==> src/rtl/core/ppt_pkg.sv <==
// shared types and constants of the point-in-polygon test unit
// no dependencies
`default_nettype none

package ppt_pkg;

   localparam int COORD_W = 16;          // coordinate width
   localparam int DIFF_W  = COORD_W + 1; // difference of two coordinates
   localparam int PROD_W  = 2 * DIFF_W;  // product of two differences
   localparam int EDGE_W  = 11;          // crossing count as reported

   localparam logic [1:0] OP_CLEAR  = 2'd0;
   localparam logic [1:0] OP_APPEND = 2'd1;
   localparam logic [1:0] OP_QUERY  = 2'd2;

   typedef struct packed {
      logic [1:0]                op;
      logic signed [COORD_W-1:0] point_x;
      logic signed [COORD_W-1:0] point_y;
   } req_type;

   typedef struct packed {
      logic              inside_res;
      logic [EDGE_W-1:0] edges_crossed;
   } rsp_type;

   typedef struct packed {
      logic signed [COORD_W-1:0] x;
      logic signed [COORD_W-1:0] y;
   } vtx_type;

endpackage

`default_nettype wire

==> src/rtl/core/ppt_front.sv <==
// front end: takes transactions, keeps the vertex count, issues vertex writes
// and hands queries to the query queue; uses ppt_pkg
`default_nettype none

module ppt_front #(
   parameter int MAX_VERTICES = 1024
) (
   input  wire                                      clock,
   input  wire                                      reset,
   input  wire                                      push,
   output logic                                     full,
   input  ppt_pkg::req_type                         req_data,
   output logic                                     wr_en,
   output logic [$clog2(MAX_VERTICES)-1:0]          wr_addr,
   output ppt_pkg::vtx_type                         wr_vtx,
   output logic                                     q_push,
   output logic [$clog2(MAX_VERTICES+1)+2*ppt_pkg::COORD_W-1:0] q_data,
   input  wire                                      q_full,
   input  wire                                      q_empty,
   input  wire                                      back_idle
);
   import ppt_pkg::*;

   localparam int CNT_W = $clog2(MAX_VERTICES + 1);
   localparam int IDX_W = $clog2(MAX_VERTICES);

   logic             hold_vld_ff, hold_vld_in;
   req_type          hold_ff, hold_in;
   logic [CNT_W-1:0] count_ff, count_in;
   logic             drain;
   logic             accept;

   always_comb begin
      drain  = 1'b0;
      wr_en  = 1'b0;
      q_push = 1'b0;
      if (hold_vld_ff) begin
         case (hold_ff.op)
            OP_CLEAR: begin
               // wait until no query still reads the old polygon
               drain = back_idle && q_empty;
            end
            OP_APPEND: begin
               drain = 1'b1;
               wr_en = (count_ff < CNT_W'(MAX_VERTICES));
            end
            OP_QUERY: begin
               drain  = !q_full;
               q_push = !q_full;
            end
            default: begin
               drain = 1'b1;
            end
         endcase
      end
   end

   assign full    = hold_vld_ff && !drain;
   assign accept  = push && !full;
   assign wr_addr = count_ff[IDX_W-1:0];
   assign wr_vtx  = '{x: hold_ff.point_x, y: hold_ff.point_y};
   assign q_data  = {count_ff, hold_ff.point_x, hold_ff.point_y};

   always_comb begin
      count_in = count_ff;
      if (hold_vld_ff && drain && hold_ff.op == OP_CLEAR) begin
         count_in = '0;
      end else if (wr_en) begin
         count_in = count_ff + CNT_W'(1);
      end
      hold_in     = accept ? req_data : hold_ff;
      hold_vld_in = accept || (hold_vld_ff && !drain);
   end

   always_ff @(posedge clock) begin
      if (reset) begin
         hold_vld_ff <= 1'b0;
         count_ff    <= '0;
      end else begin
         hold_vld_ff <= hold_vld_in;
         count_ff    <= count_in;
      end
      hold_ff <= hold_in;
   end

endmodule

`default_nettype wire

==> config.mk <==
export PLATFORM = sky130hd
export DESIGN_NAME = ppt_front
export DESIGN_NICKNAME = d
export VERILOG_FILES = /design/src/rtl/core/ppt_pkg.sv /design/src/rtl/core/ppt_front.sv
export SDC_FILE = /design/constraint.sdc
export NUM_CORES = 1
export LEC_CHECK = 0
export ABC_AREA = 1
export BUFFER_PORTS_ARGS = -buffer_cell sky130_fd_sc_hd__buf_2
export CAP_MARGIN = 20
export CORE_ASPECT_RATIO = 0.5
export CORE_MARGIN = 2
export CORE_UTILIZATION = 48
export CTS_BUF_LIST = sky130_fd_sc_hd__clkbuf_16
export CTS_CLUSTER_DIAMETER = 30
export CTS_CLUSTER_SIZE = 28
export DETAILED_ROUTE_END_ITERATION = 6
export PLACE_DENSITY = 0.88
export SLEW_MARGIN = 20
export SYNTH_ARGS = -nofsm -noshare
export SYNTH_HDL_FRONTEND = slang
export SYNTH_SLANG_ARGS = --single-unit
==> constraint.sdc <==
create_clock -name clock -period 5.72 [get_ports clock]
set_input_delay 0.858 -clock clock [delete_from_list [all_inputs] [get_ports clock]]
set_output_delay 0.858 -clock clock [all_outputs]
set_load 0.05 [all_outputs]
==> impl_metrics.ini, run 1 <==
[run_status]
status = completed

[cts]
clock-root-buffer = clkbuf_16
clk-insertion-delay-late_ns = 0.28
postCtsSetupBuffers = 0
cts_buffer_depth = 2
cts_tree = done
clock_sinks = 46
numCtsBuffers = 5
h-tree-depth = 2
clkSlewWorstSetupHoldPaths_ns = 0.06
cts_resized = 0
cts_hold_buf = 0

[timing]
finalClockSkew_ns = 0.003353
rsz0062_at_grt = no
worst_hold_slack_ns = 0.5297
fin_ws_ns = 3.192
fin_crit_ns = 2.528
slew_viol_final = 0
post-route-period-util = 0.4420
setup_viol = 0
hold_violations = 0
timing.setup.tns_ns = 0
clock.fmax_ghz = 0.3955
tightest_slew_ns = 0.9294
maxSlewHeadroom = 0.3789

[worst_hold_path]
hold_path_class = flip-flop to flip-flop
min_delay_path_depth = 2

[setup_path]
path_max_fanout = 2
worst_r2r_path_depth = 4
path_class = input port to output pin
critical_path_required_ns = 4.86
start_kind = input port
arrival_ns = 1.67
end_kind = output pin

[place]
placed_cell_area_mm2 = 0.002470
dp_cells = 332
place_ws_ns = 3.191
portBuffers = 127
dp_hpwl_mm = 3.284
place.gp.congestion = 0.8952

[layout]
fin_cells = 339
syn_to_final_growth_pct = 13.17
multi_input_area_um2 = 411.6
most-common-layout-cells = buf_2 (127), edfxtp_1 (34), nand2_1 (23)
layout_commonest_cell = buf_2
antenna_cells = 0
num-fill-cells = 389
finalNetCount = 314
regArea_mm2 = 0.001261
drive_gt1_frac = 0.5275
final_area_mm2 = 0.002603

[die]
die_h_um = 52.95
initial_utilization = 0.5100
fp.dieW_um = 101.9
die_area_mm2 = 0.005395
coreArea_mm2 = 0.004509
io_pins = 128
row_count = 17

[drt]
drt-total-wl_mm = 4.312
drcViolationCount = 0
drt-initial-drc-count = 55
detail_route.wl_per_cell_um = 12.72
dr.pass1.iters = 4
viasPerCell = 4.451
vias = 1509
ant_nets = 0

[grt]
grt_max_degree = 35
antenna_found_initial = 0
grt_pass1_vias = 1377
grt_usage = 0.1603
use_met3 = 0.05548
met1_usage = 0.1621
grt_first_pass_wirelength_mm = 6.368
grt_overflow = 0
grt_most_used_layer = met2
use_met2 = 0.3026

[synth]
postSynthCellCount = 213
synth_seq_cells = 46
synth_cell_types = 24
ys_warn_count = 0
synth_area_per_cell_um2 = 10.80
syn-num-nets = 254
syn_area_mm2 = 0.002300
synth-seq-area-share = 0.5484

[power]
ir_drop_mv = 0.1153
pwr_density_cell_mw_per_mm2 = 308.2
p_leak_uw = 0.001278

[run]
drv_cap = 0
## logic make-up after synthesis
logic type | share of synthesized area
adder cells (fa/ha/maj) | 0.005440
AO/OA/AOI/OAI | 0.01088
flip-flops | 0.5484
XOR/XNOR | 0.01143
AND/OR/NAND/NOR | 0.1480
buffers and inverters | 0.2758
## critical path: stages
cell and delay [ns]:
buf_2 0.10, or2_0 0.24, nor3_1 0.18, buf_2 0.30
## final cells by class
class | instances | share of cell area
multi-input combinational | 72 | 0.1582
clock buffer | 5 | 0.04808
timing repair buffer | 127 | 0.2442
inverter | 21 | 0.03029
tap | 66 | 0.03173
sequential | 46 | 0.4846
clock inverter | 2 | 0.002885
## report_power, final
part / total [uW] / leakage [uW] / switching [uW] / internal (uW)
Clock: 260 / 0.0000685 / 104 / 156
Sequential: 385 / 0.000427 / 7.52 / 377
Combinational: 157 / 0.000782 / 126 / 31.1
## worst paths after layout
path,from,end,slack [ns]
hold reg to reg,count_ff[6],count_ff[6],0.53
setup / recovery,q_full,q_push,3.19
hold / removal,count_ff[6],count_ff[6],0.53
setup reg to reg,hold_ff[33],q_data[26],3.68
## synth_stat cells
master    number  area, um2
nand3_1        3      15.01
nor3_1         1      5.000
edfxtp_1      34       1021
nor2_1        16      60.06
xor2_1         1      8.760
xnor2_1        2      17.52
or2_0          1      6.260
nand3_2        2      20.02
nand2_4        1      11.26
and3_4         1      11.26
a21oi_1        3      15.01
o21ai_0        1      5.000
nand2_1       23      86.33
dfxtp_1       12      240.2
o21ai_1        1      5.000
nand4_1        7      43.79
nand3b_1       2      15.01
inv_1         20      75.07
buf_4         74      555.5
ha_1           1      12.51
nor2_4         3      33.78
nor2_8         1      20.02
inv_2          1      3.750
nand2_2        2      12.51
## flip-flops by register name, summed over array words and instances (netlist names)
register / cells
count_ff: 11
q_data: 32
hold_ff: 2
hold_vld_ff: 1
## stage by stage
step | power, uW | utilization
2_1_floorplan | 543.6 | -
5_1_grt | 833.0 | 0.5771
3_5_place_dp | 549.8 | 0.5477
4_1_cts | 811.3 | 0.5771
6_report | 802.0 | 0.5771
3_3_place_gp | 546.4 | 0.5477
## routing by layer
layer  part of all wire  up-vias
met5                  0        -
met4              0.021        0
met3              0.057       11
met2               0.56       59
met1               0.36      707
li1                   -      732
Power figures use the tool's default switching activity.
==> inputs of run 2 (changes only) <==
--- a/config.mk
+++ b/config.mk
@@ -10,12 +10,12 @@
 export CAP_MARGIN = 20
 export CORE_ASPECT_RATIO = 0.5
 export CORE_MARGIN = 2
-export CORE_UTILIZATION = 48
+export CORE_UTILIZATION = 40
 export CTS_BUF_LIST = sky130_fd_sc_hd__clkbuf_16
 export CTS_CLUSTER_DIAMETER = 30
 export CTS_CLUSTER_SIZE = 28
 export DETAILED_ROUTE_END_ITERATION = 6
-export PLACE_DENSITY = 0.88
+export PLACE_DENSITY = 0.78
 export SLEW_MARGIN = 20
 export SYNTH_ARGS = -nofsm -noshare
 export SYNTH_HDL_FRONTEND = slang
==> constraint.sdc (replaced) <==
create_clock -name clock -period 2.3 [get_ports clock]
set_input_delay 0.345 -clock clock [delete_from_list [all_inputs] [get_ports clock]]
set_output_delay 0.345 -clock clock [all_outputs]
set_load 0.05 [all_outputs]
==> impl_metrics.ini, run 2 (same netlist as run 1, synthesis figures left out) <==
[run_status]
status = completed

[layout]
layout_commonest_cell = buf_2
finalNetCount = 315
syn_to_final_growth_pct = 13.87
drive_gt1_frac = 0.5309
antenna_cells = 0
most-common-layout-cells = buf_2 (127), edfxtp_1 (34), nand2_1 (23)
largest_register_ff_count = 32
num-fill-cells = 522

[setup_path]
cp_top_family = flip-flops
worst_r2r_path_depth = 5
critical_path_required_ns = 1.96
start_kind = flip-flop
cp_num_buf_inv = 2
end_kind = output pin
r2r-start = hold_ff[33]
cp-startpoint = hold_ff[33]
slowest_delay_ns = 0.44
crit_chain = inv_1, or2_0, and3_4, buf_2
reg2reg_to = q_data[14]
r2r_slack_ns = 0.61
path_max_fanout = 3
path_class = flip-flop to output pin
arrival_ns = 1.39
slowest_stage = edfxtp_1

[timing]
fin_ws_ns = 0.5606
timing.setup.tns_ns = 0
clock.fmax_ghz = 0.5749
slew_viol_final = 0
post-route-period-util = 0.7563
maxSlewHeadroom = 0.7108
fin_crit_ns = 1.739
setup_viol = 0
hold_violations = 0
tightest_slew_ns = 0.4338
finalClockSkew_ns = 0.004200
rsz0062_at_grt = no

[drt]
drt-initial-drc-count = 52
vias = 1473
viasPerCell = 4.233
detail_route.wl_per_cell_um = 11.96
ant_nets = 0
drcViolationCount = 0
drt-total-wl_mm = 4.161
dr.pass1.iters = 4

[die]
io_pins = 128
die_h_um = 57.62
coreArea_mm2 = 0.005515
fp.dieW_um = 111.2
row_count = 19
initial_utilization = 0.4170
die_area_mm2 = 0.006409

[cts]
clkSlewWorstSetupHoldPaths_ns = 0.06
postCtsSetupBuffers = 0
clock_sinks = 46
cts_resized = 0
clk-insertion-delay-late_ns = 0.27
numCtsBuffers = 5
cts_hold_buf = 0
cts_tree = done
h-tree-depth = 2
cts_buffer_depth = 2
clock-root-buffer = clkbuf_16

[worst_hold_path]
min_delay_path_depth = 2
min_to = hold_vld_ff
hp-start = reset
hold_path_class = input port to flip-flop

[power]
ir_drop_mv = 0.3723
clkPwrFrac = 0.328
power_switching_uw = 597.1
pwr-share-seq = 0.478
swShare = 0.2977
p_comb_frac = 0.194
pwr_density_cell_mw_per_mm2 = 765.9
p_int_uw = 1409
p_leak_uw = 0.001285

[grt]
grt_first_pass_wirelength_mm = 6.285
grt_pass1_vias = 1362
grt_max_degree = 35
grt_overflow = 0
grt_usage = 0.1239
antenna_found_initial = 0

[place]
portBuffers = 127
place_ws_ns = 0.6119
place.gp.congestion = 0.8768
dp_hpwl_mm = 3.324

[run]
drv_cap = 0
-- run 2: worst max path at each step --
stage                             end  slack, ns  cells past startpoint
after floorplan           hold_ff[32]       0.09                      4
after global placement     q_data[22]       0.66                      5
after detailed placement   q_data[15]       0.61                      5
after CTS                        full       0.55                      4
after global routing           q_push       0.46                      4
final                            full       0.56                      4
-- run 2: metal layers --
metal	vias up	share of wire	track usage
li1	733	-	-
met1	700	0.41	0.1448
met2	36	0.54	0.2308
met3	4	0.031	0.02929
met4	0	0.012	0.04233
met5	-	0	0
-- run 2: cell type report --
type | instances | area, um2 | share of cell area
multi-input combinational | 72 | 406.6 | 0.1553
clock buffer | 5 | 125.1 | 0.04778
clock inverter | 3 | 12.51 | 0.004778
timing repair buffer | 128 | 643.1 | 0.2456
inverter | 21 | 78.83 | 0.03010
tap | 73 | 91.34 | 0.03488
sequential | 46 | 1261 | 0.4816
-- run 2: power groups by stage --
stage	sequential [uW]	clock, uW	combinational, uW
5_1_grt	964	716	403
6_report	958	658	390
4_1_cts	959	678	392
3_3_place_gp	974	0	388
2_1_floorplan	977	0	375
3_5_place_dp	977	0	392
-- run 2: stage by stage --
step / hold slack [ns] / instance area (um2) / power [uW] / util / std cells
6_report: 0.2385 / 2619 / 2006 / 0.4748 / 348
5_1_grt: 0.2299 / 2619 / 2082 / 0.4748 / 348
4_1_cts: 0.2344 / 2619 / 2029 / 0.4748 / 348
3_5_place_dp: 0.5165 / 2481 / 1369 / 0.4499 / 340
3_3_place_gp: 0.5139 / 2481 / 1362 / 0.4499 / 340
2_1_floorplan: 0.4174 / 2302 / 1352 / - / 213
