<file path="src/rtl/core/ppt_queue.sv">
// two-entry queue of pending queries between front and back end
// no dependencies
`default_nettype none

module ppt_queue #(
   parameter int DATA_W = 48
) (
   input  wire               clock,
   input  wire               reset,
   input  wire               push,
   input  wire [DATA_W-1:0]  push_data,
   output logic              full,
   input  wire               pop,
   output logic [DATA_W-1:0] pop_data,
   output logic              empty
);

   logic [DATA_W-1:0] entry_ff [2];
   logic              wr_ptr_ff, wr_ptr_in;
   logic              rd_ptr_ff, rd_ptr_in;
   logic [1:0]        fill_ff, fill_in;
   logic              do_push, do_pop;

   assign full     = (fill_ff == 2'd2);
   assign empty    = (fill_ff == 2'd0);
   assign pop_data = entry_ff[rd_ptr_ff];
   assign do_push  = push && !full;
   assign do_pop   = pop && !empty;

   always_comb begin
      wr_ptr_in = wr_ptr_ff ^ do_push;
      rd_ptr_in = rd_ptr_ff ^ do_pop;
      fill_in   = fill_ff + {1'b0, do_push} - {1'b0, do_pop};
   end

   always_ff @(posedge clock) begin
      if (reset) begin
         wr_ptr_ff <= 1'b0;
         rd_ptr_ff <= 1'b0;
         fill_ff   <= 2'd0;
      end else begin
         wr_ptr_ff <= wr_ptr_in;
         rd_ptr_ff <= rd_ptr_in;
         fill_ff   <= fill_in;
      end
      if (do_push) begin
         entry_ff[wr_ptr_ff] <= push_data;
      end
   end

endmodule

`default_nettype wire

</file>
<file path="config.mk">
export PLATFORM = sky130hd
export DESIGN_NAME = ppt_queue
export DESIGN_NICKNAME = d
export VERILOG_FILES = /design/src/rtl/core/ppt_queue.sv
export SDC_FILE = /design/constraint.sdc
export NUM_CORES = 1
export LEC_CHECK = 0
export ABC_AREA = 1
export BUFFER_PORTS_ARGS = -buffer_cell sky130_fd_sc_hd__buf_2
export CAP_MARGIN = 10
export CORE_ASPECT_RATIO = 1.2
export CORE_MARGIN = 2
export CORE_UTILIZATION = 56
export DETAILED_ROUTE_END_ITERATION = 7
export PLACE_DENSITY = 0.85
export SLEW_MARGIN = 20
export SYNTH_ARGS = -nofsm -noshare
export SYNTH_HDL_FRONTEND = slang
export SYNTH_SLANG_ARGS = --single-unit
</file>
<file path="constraint.sdc">
create_clock -name clock -period 4.2 [get_ports clock]
set_clock_uncertainty 0.1 [all_clocks]
set_input_delay 0.21 -clock clock [delete_from_list [all_inputs] [get_ports clock]]
set_output_delay 0.21 -clock clock [all_outputs]
set_load 0.05 [all_outputs]
</file>
==> out/metrics.cfg, run 1 <==
[status]
outcome = completed

[timing]
timing_hold_violations_final = 0
final-max-slew-violation-count = 0
slew_headroom_pct = 37.69
tns_ns = 0
max_slew.worst_pin.slew_ns = 0.9347
grt_setup_unrepaired = no
period_minus_slack_ns = 2.214
setup_viol = 0
achievable_frequency_ghz = 0.4516
layout_worst_path_cycle_share_pct = 52.72

[power]
p_clk_share_pct = 18.8
worst_ir_drop_vdd_uv = 524.7
switching_share_pct = 37.27
comb_power_share_pct = 38.2
share_seq_of_total_power_pct = 43.1
switching_power_mw = 1.231
internal-power_mw = 2.072
static-leakage-power_nw = 2.089
power.density_mw_per_mm2 = 637.3

[placement]
dp_hpwl_um = 3759
place.port_buffers = 101
gpl.final_weighted_congestion = 0.6960

[detailed_routing]
final_antenna_net_count = 0
initialDrtViolationCount = 137
vias = 2064
drc_violations_left = 0
postRouteWirelength_um = 6446
number_of_iterations_in_the_first_detailed_routing_pass = 4
drt-vias-per-instance = 4.778
average_detailed_routed_wire_length_per_instance_um = 14.92

[run]
drv.max_cap_violation_count = 0

[clock_network]
cts.htree.levels = 3
post-cts-setup-buffer-count = 0
tritoncts = built
cts-root-to-sink-buffers = 2
clk_transition_reported_paths_ns = 0.08
clkSinkCount = 100
clk_latency_ns = 0.34
tritoncts.num_buffers = 9
clock-root-buffer = clkbuf_8

[synthesis]
yosysTopAreaCellShare_pct = 72.96
synthMostInstantiatedCell = edfxtp_1
synth_sequential_area_ratio_pct = 74.98
post_synth_instance_area_mm2 = 0.003951
syn-mean-instance-area_um2 = 21.36
synth_commonest_cells = 96 x edfxtp_1, 48 x mux2_4, 10 x inv_1, 8 x nor2_1
post_synth_arst_share_pct = 0
ys_ff_latch = 100
synth_flop_cell = edfxtp_1
number_of_enable_type_register_cells_in_the_synthesized_netlist = 96
ys_types = 12
post_synth_inst_count = 185
netlist_top_cells_area = edfxtp_1 73%, mux2_4 18%, buf_12 2.5%, dfxtp_1 2.0%, ha_1 1.3%
post_syn_nets = 241
yosys_warnings = 0
yosys.area.top_type = edfxtp_1

[critical_path]
worstSetupPathDepth = 2
regToRegEndpoint = entry_ff[1][10]
regToRegStartpoint = fill_ff[1]
path_class = flop to output port
crit_path_cell_trace = mux2_4 -> buf_2
critPathCaptureType = output port
cp-start-kind = flop
arrival_time_worst_endpoint_ns = 1.90
crit_path_end = pop_data[2]
cp_data_required_time_ns = 3.89
reg2reg_setup_slack_ns = 2.37
crit_path_top_delay_cell = dfxtp_4
crit_family = flip-flops
critical_path.max_stage_delay_ns = 0.98
critPathBufInv = 1
critical_path_peak_fanout = 50
setup.worst_path.start = rd_ptr_ff
timing.reg2reg.worst_path_depth = 4

[layout]
postLayoutCoreUtil_pct = 75.61
drive_gt1_share_pct = 47.83
syn_to_final_growth_pct = 31.16
multiInputGateArea_um2 = 864.6
design.final.nets = 396
antenna_cells = 0
seq_cell_area_mm2 = 0.002967
fillers = 428

[global_route]
antenna_found_initial = 0
grt_first_pass_wirelength_um = 9584
first_global_vias = 2059
grt_start_max_net_pins = 51
grt_util_overall_pct = 17.16
grt_remaining_overflow = 0

[die]
core_mm2 = 0.006854
die_area_mm2 = 0.007746
num_rows = 33
dieHeight_um = 96.02
die_width_um = 80.68
initial_utilization_pct = 57.65
design.portCount = 102

[min_path]
min_delay_worst_type = input pin to flop

[through the flow]
step           power (mW)  setup WS, ns  hold WS (ns)  instances  cell area [um2]
2_1_floorplan       2.488         1.916        0.1767        185             3951
3_5_place_dp        2.667         2.026        0.3012        367             4463
5_1_grt             3.447         1.899       0.05028        432             5182
3_3_place_gp        2.639         2.099        0.2987        367             4463
4_1_cts             3.316         1.960       0.03834        432             5162
6_report            3.303         1.986       0.05548        432             5182
[logic make-up (layout without fill, tap and decap cells)]
logic type / count (synthesis) / in the layout / synth area share [%]
AND/OR/NAND/NOR: 15 / 15 / 1.488
flip-flops: 100 / 100 / 74.98
AO/OA/AOI/OAI: 2 / 2 / 0.2531
buffers and inverters: 16 / 176 / 3.768
multiplexers: 48 / 48 / 18.24
adder cells (fa/ha/maj): 4 / 4 / 1.267
[sequential cells by signal, summed over array words and instances, names as in the netlist]
register	cells
entry_ff	96
fill_ff	2
rd_ptr_ff	1
wr_ptr_ff	1
[cell type report]
type,instances,area share (%)
Clock buffer,12,2.607
Clock inverter,4,1.424
Inverter,10,0.7243
Multi-Input combinational cell,69,16.68
Sequential cell,100,57.24
Tap cell,87,2.100
Timing Repair Buffer,150,19.22
[per-layer routing]
layer  share of wire (%)  track usage (%)  wire length [um]  up-vias
met1                  41            20.73              2674      981
met2                  52            29.79              3356       64
met5                   0                0                 0        -
li1                    -                -                 -     1008
met3                 4.7            3.283               303       11
met4                 1.7            8.051               110        0
[power groups by stage]
stage	Combinational [mW]	Sequential (mW)	Clock, mW
floorplan	1.13	1.36	0
global placement	1.20	1.43	0
detailed placement	1.22	1.45	0
CTS	1.26	1.43	0.634
global route	1.33	1.44	0.675
finish	1.26	1.42	0.620
[what timing repair did]
action | CTS | global route
hold buffers | 49 | 0
gates resized for setup | 0 | 0
endpoints found under the hold margin | 98 | 0
[worst reg2reg max path: stages, from the launching register on]
cell and delay (ns):
dfxtp_1 0.32, inv_1 0.11, o21ai_0 0.13, inv_1 0.17
ha_4 0.61
[worst min-delay path by stage]
| stage | to | from | slack, ns | cells past startpoint |
|---|---|---|---|---|
| 2_1_floorplan | wr_ptr_ff | reset | 0.18 | 1 |
| 3_3_place_gp | entry_ff[0][24] | push_data[24] | 0.30 | 1 |
| 6_report | rd_ptr_ff | pop | 0.06 | 4 |
| 5_1_grt | rd_ptr_ff | pop | 0.05 | 4 |
| 4_1_cts | rd_ptr_ff | pop | 0.04 | 4 |
| 3_5_place_dp | entry_ff[1][43] | push_data[43] | 0.30 | 1 |
[cells in the final DEF, fill, tap and decap left out]
cell	synthesis	layout
clkinv_4	0	1
a21oi_1	1	1
nand3_1	2	2
mux2_4	48	48
bufinv_16	0	2
inv_1	10	10
dlygate4sd3_1	0	49
clkbuf_1	0	3
buf_2	0	101
edfxtp_1	96	96
clkbuf_8	0	9
clkinv_2	0	1
nor2_1	8	8
ha_4	0	2
dfxtp_4	0	1
o21ai_0	1	1
nand2_1	5	5
ha_1	4	2
dfxtp_1	4	3
Note: power is estimated with default switching activity, not from simulation.
==> inputs of run 2 (changes only) <==
- ABC_AREA: 1 -> 0
- CORE_UTILIZATION: 56 -> 52
- PLACE_DENSITY: 0.85 -> 0.8
- clock period: 4.2 -> 2.3 ns (I/O delays scaled with it)
==> run 2 against run 1 <==
Against the previous run:
- combinational power rose by 61%
- largest power group unchanged
- sequential share of layout area grew 1.7 points
- sequential power grew 67%
- synthesized cell count is 6.5% lower
- synthesized area down 5.8%
- cell area down 3.0%
==> out/metrics.cfg, run 2 <==
[status]
outcome = completed

[timing]
tns_ns = 0
final-max-slew-violation-count = 0
layout_worst_path_cycle_share_pct = 78.49
period_minus_slack_ns = 1.805
final_critical_path_setup_slack_ns = 0.4946
grt_setup_unrepaired = no
max_slew.worst_pin.slew_ns = 0.3275
achievable_frequency_ghz = 0.5539
setup_viol = 0
hold_slack_ns = 0.1101
timing_hold_violations_final = 0
slew_headroom_pct = 78.17

[placement]
dp_hpwl_um = 4127
place.port_buffers = 101
gpl.final_weighted_congestion = 0.7309
preCtsSetupSlack_ns = 0.6579

[synthesis]
synth_commonest_cells = 96 x edfxtp_1, 49 x mux2_2, 4 x dfxtp_1, 4 x ha_1, 4 x nor2_1
synthMostInstantiatedCell = edfxtp_1
post_synth_instance_area_mm2 = 0.003721
netlist_top_cells_area = edfxtp_1 77%, mux2_2 15%, dfxtp_1 2.2%, ha_1 1.3%, buf_6 0.91%
yosys.area.top_type = edfxtp_1
synth_flop_cell = edfxtp_1
yosysTopAreaCellShare_pct = 77.47
syn-mean-instance-area_um2 = 21.51
synth_sequential_area_ratio_pct = 79.62
ys_ff_latch = 100
ys_types = 16
post_synth_arst_share_pct = 0
number_of_enable_type_register_cells_in_the_synthesized_netlist = 96
post_synth_inst_count = 173
yosys_warnings = 0
post_syn_nets = 229

[critical_path]
arrival_time_worst_endpoint_ns = 1.59
path_class = flop to output port
critPathCaptureType = output port
cp-start-kind = flop
cp_data_required_time_ns = 2.09
critical_path_peak_fanout = 25

[global_route]
grt_first_pass_wirelength_um = 9742
first_global_vias = 2106
grt_util_overall_pct = 17.22
grt_start_max_net_pins = 26
antenna_found_initial = 0
grt_remaining_overflow = 0

[die]
die_width_um = 81.22
initial_utilization_pct = 53.96
design.portCount = 102
dieHeight_um = 96.67
num_rows = 33
die_area_mm2 = 0.007851
core_mm2 = 0.006895

[detailed_routing]
postRouteWirelength_um = 6442
initialDrtViolationCount = 90
drc_violations_left = 0
number_of_iterations_in_the_first_detailed_routing_pass = 6
average_detailed_routed_wire_length_per_instance_um = 15.12
final_antenna_net_count = 0
vias = 2051
drt-vias-per-instance = 4.815

[clock_network]
clk_transition_reported_paths_ns = 0.08
clock-root-buffer = clkbuf_8
cts.htree.levels = 3
tritoncts = built
cts-root-to-sink-buffers = 2
tritoncts.num_buffers = 9
ctsResizeCount = 0
clk_latency_ns = 0.36
clkSinkCount = 100

[layout]
antenna_cells = 0
syn_to_final_growth_pct = 35.14
drive_gt1_share_pct = 51.33
largest-register = entry_ff
layout.cells.most_common_list = 101 x buf_2, 96 x edfxtp_1, 49 x mux2_2, 49 x dlygate4sd3_1, 9 x clkbuf_8
design.final.nets = 390
mostFrequentLayoutCell = buf_2
reg_top3 = entry_ff: 96 flops, fill_ff: 2 flops
largest_register_ffs = 96

[run]
drv.max_cap_violation_count = 0

[min_path]
min_delay_worst_type = input pin to flop

[power]
worst_ir_drop_vdd_uv = 1001
static-leakage-power_nw = 1.926
power.density_mw_per_mm2 = 1108

[run 2: cell count changes in the layout (fill, tap and decap cells not counted), moves of 4 or more]
cell     delta
nor2_1      -4
mux2_2     +49
mux2_4     -48
buf_4       +6
nand2_1     -4
inv_1       -7
[run 2: final cells by class]
class	count	area, um2
sequential	100	2964
fill	444	1867
timing repair buffer	156	1041
multi-input combinational	64	688.2
clock buffer	10	127.6
tap	87	108.9
clock inverter	6	87.58
inverter	3	11.26
[run 2: path summary, 6_finish.rpt]
kind | to | slack (ns) | startpoint | depth (start not counted)
max reg2reg | entry_ff[0][34] | 0.66 | fill_ff[0] | 4
min | rd_ptr_ff | 0.11 | pop | 3
min reg2reg | wr_ptr_ff | 0.52 | wr_ptr_ff | 3
max | pop_data[27] | 0.49 | rd_ptr_ff | 3
[run 2: layer usage]
metal,part of all wire [%],vias to the layer above,GRT usage (%)
met3,4.1,17,4.011
met1,38,976,18.46
met5,0,-,0
met4,3.2,0,10.04
met2,55,67,30.07
li1,-,991,-
[run 2: cell families (layout without fill, tap and decap cells)]
| family | Yosys count | count (layout) | synth area share [%] |
|---|---|---|---|
| AOI/OAI and AO/OA | 1 | 1 | 0.2018 |
| xor gates and xnor gates | 1 | 1 | 0.6052 |
| adders and majority gates | 4 | 4 | 1.345 |
| buffers and inverters | 9 | 175 | 2.017 |
| DFF | 100 | 100 | 79.62 |
| muxes | 49 | 49 | 14.83 |
| and+or+nand+nor | 9 | 9 | 1.379 |
[run 2: power by group]
group / switching, mW / internal, mW
sequential: 0.0632 / 2.31
clock: 0.560 / 0.613
combinational: 1.41 / 0.613
[run 2: timing repair]
| action | CTS | global route |
|---|---|---|
| hold endpoints to repair | 99 | 0 |
| hold buffers | 49 | 0 |
| setup buffers | 0 | 0 |
[run 2: through the flow]
step | std cells | power [mW] | utilization, % | cell area [um2]
floorplan | 173 | 4.009 | - | 3721
global placement | 361 | 4.359 | 62.69 | 4323
detailed placement | 361 | 4.394 | 62.69 | 4323
CTS | 426 | 5.620 | 72.93 | 5029
global route | 426 | 5.799 | 72.93 | 5029
finish | 426 | 5.570 | 72.93 | 5029
[run 2: worst max-delay path, stage by stage, from the launching register on]
cell,delay (ns)
dfxtp_2,0.33
buf_4,0.30
mux2_2,0.39
buf_2,0.21
==> inputs of run 3 (changes only) <==
- clock period: 2.3 -> 1.8 ns (I/O delays scaled with it)
==> run 3 against run 2 <==
Against the previous run:
- die area did not move
- cell area rose by 1.4%
- core utilization grew 1.0 points
- via count increased by 2.1%
- clock power is 44% higher
- critical path type unchanged
- largest power group unchanged
- highest routed layer unchanged
==> out/metrics.cfg, run 3 (same netlist as run 2, synthesis figures left out) <==
[critical_path]
reg2reg_setup_slack_ns = 0.25
timing.reg2reg.worst_path_depth = 4
critPathBufInv = 2
crit_path_top_delay_cell = mux2_2
arrival_time_worst_endpoint_ns = 1.53
critical_path_peak_fanout = 38
regToRegStartpoint = fill_ff[0]
cp-start-kind = flop
crit_path_cell_trace = buf_12 -> mux2_2 -> buf_2
path_class = flop to output port
regToRegEndpoint = entry_ff[1][29]
critPathCaptureType = output port
crit_family = buffers and inverters
setup.worst_path.start = rd_ptr_ff
cp_data_required_time_ns = 1.61
critical_path.max_stage_delay_ns = 0.37

[global_route]
grt_first_pass_wirelength_um = 10380
grt_util_overall_pct = 18.01
antenna_found_initial = 0
first_global_vias = 2229
grt_start_max_net_pins = 39
grt_remaining_overflow = 0

[power]
worst_ir_drop_vdd_uv = 937.9
design_power_total_mw = 7.357
static-leakage-power_nw = 1.951
power.density_mw_per_mm2 = 1443

[layout]
syn_to_final_growth_pct = 36.99
seq_cell_area_mm2 = 0.002964
mostFrequentLayoutCell = buf_2
antenna_cells = 0
final_cells = 426
multiInputGateArea_um2 = 688.2
largest_register_ffs = 96
layout.cells.most_common_list = 101 x buf_2, 96 x edfxtp_1, 49 x mux2_2, 49 x dlygate4sd3_1, 9 x clkbuf_8
drive_gt1_share_pct = 51.92
largest-register = entry_ff
fillers = 404
reg_top3 = entry_ff: 96 flops, fill_ff: 2 flops
design.final.nets = 390

[detailed_routing]
initialDrtViolationCount = 116
number_of_iterations_in_the_first_detailed_routing_pass = 5
average_detailed_routed_wire_length_per_instance_um = 15.56
postRouteWirelength_um = 6629
vias = 2094
final_antenna_net_count = 0
drt-vias-per-instance = 4.915
drc_violations_left = 0

[timing]
hold_slack_ns = 0.06094
final-max-slew-violation-count = 0
period_minus_slack_ns = 1.725
grt_setup_unrepaired = no
layout_worst_path_cycle_share_pct = 95.83
achievable_frequency_ghz = 0.5797
final_critical_path_setup_slack_ns = 0.07503
max_slew.worst_pin.slew_ns = 0.2687
setup_viol = 0
timing_hold_violations_final = 0
tns_ns = 0
slew_headroom_pct = 82.21

[clock_network]
tritoncts.num_buffers = 9
ctsResizeCount = 0
post-cts-setup-buffer-count = 0
clock-root-buffer = clkbuf_8
clkSinkCount = 100
clk_transition_reported_paths_ns = 0.09
tritoncts = built
cts-root-to-sink-buffers = 2
cts.htree.levels = 3
cts.hold.buffers_added = 49
clk_latency_ns = 0.34

[min_path]
min_delay_worst_type = input pin to flop
min_to = rd_ptr_ff
min_path_cells = 3
worst_hold_startpoint = pop

[die]
design.portCount = 102
core_mm2 = 0.006895
die_width_um = 81.22
die_area_mm2 = 0.007851
num_rows = 33
dieHeight_um = 96.67
initial_utilization_pct = 53.96

[status]
outcome = completed

[placement]
gpl.final_weighted_congestion = 0.6895
dp_hpwl_um = 4017
preCtsSetupSlack_ns = 0.2456
placed_cells_incl_taps = 361
place.port_buffers = 101

[run]
drv.max_cap_violation_count = 0

==> run 3: cell count changes in the layout (fill, tap and decap cells not counted) <==
cell / before / now
buf_12: 0 / 3
buf_4: 6 / 3
bufinv_16: 2 / 3
clkbuf_1: 1 / 0
clkinv_1: 1 / 0
clkinv_4: 0 / 1
==> run 3: where the power goes <==
part | internal (mW) | leakage [nW] | switching [mW] | total (mW)
Clock | 0.930 | 0.116 | 0.747 | 1.68
Sequential | 2.95 | 0.931 | 0.0848 | 3.03
Combinational | 0.828 | 0.905 | 1.82 | 2.65
Total | 4.70 | 1.95 | 2.65 | 7.36
==> run 3: worst max-delay path by stage <==
stage                       to  slack (ns)  cells after the start
2_1_floorplan   entry_ff[0][0]       -0.04                      3
3_3_place_gp   entry_ff[1][14]        0.29                      4
3_5_place_dp   entry_ff[1][14]        0.25                      4
4_1_cts           pop_data[15]        0.05                      3
5_1_grt           pop_data[30]       0.004                      3
6_report          pop_data[24]        0.08                      3
==> run 3: through the flow <==
stage	instance area, um2	utilization (%)
6_report	5097	73.92
2_1_floorplan	3726	-
3_3_place_gp	4360	63.24
5_1_grt	5097	73.92
4_1_cts	5097	73.92
3_5_place_dp	4360	63.24
==> run 3: per-layer routing <==
layer / track usage (%) / part of all wire, %
met1: 20.85 / 40
met2: 30.96 / 54
met3: 3.078 / 4.1
met4: 10.04 / 2.6
met5: 0 / 0
==> run 3: worst min-delay path: cells and delay by family <==
kind | cells | cell delay [ns]
buffers and inverters | 1 | 0.09
multiplexers | 1 | 0.15
AO/OA/AOI/OAI | 1 | 0.15
==> run 3: final cells by class <==
| type | count | area share [%] |
|---|---|---|
| inverters | 3 | 0.2209 |
| repair buffers | 156 | 21.16 |
| well taps | 87 | 2.135 |
| clock buffers | 9 | 2.430 |
| clock inverters | 7 | 2.406 |
| multi-input cells | 64 | 13.50 |
| flip-flops and latches | 100 | 58.15 |
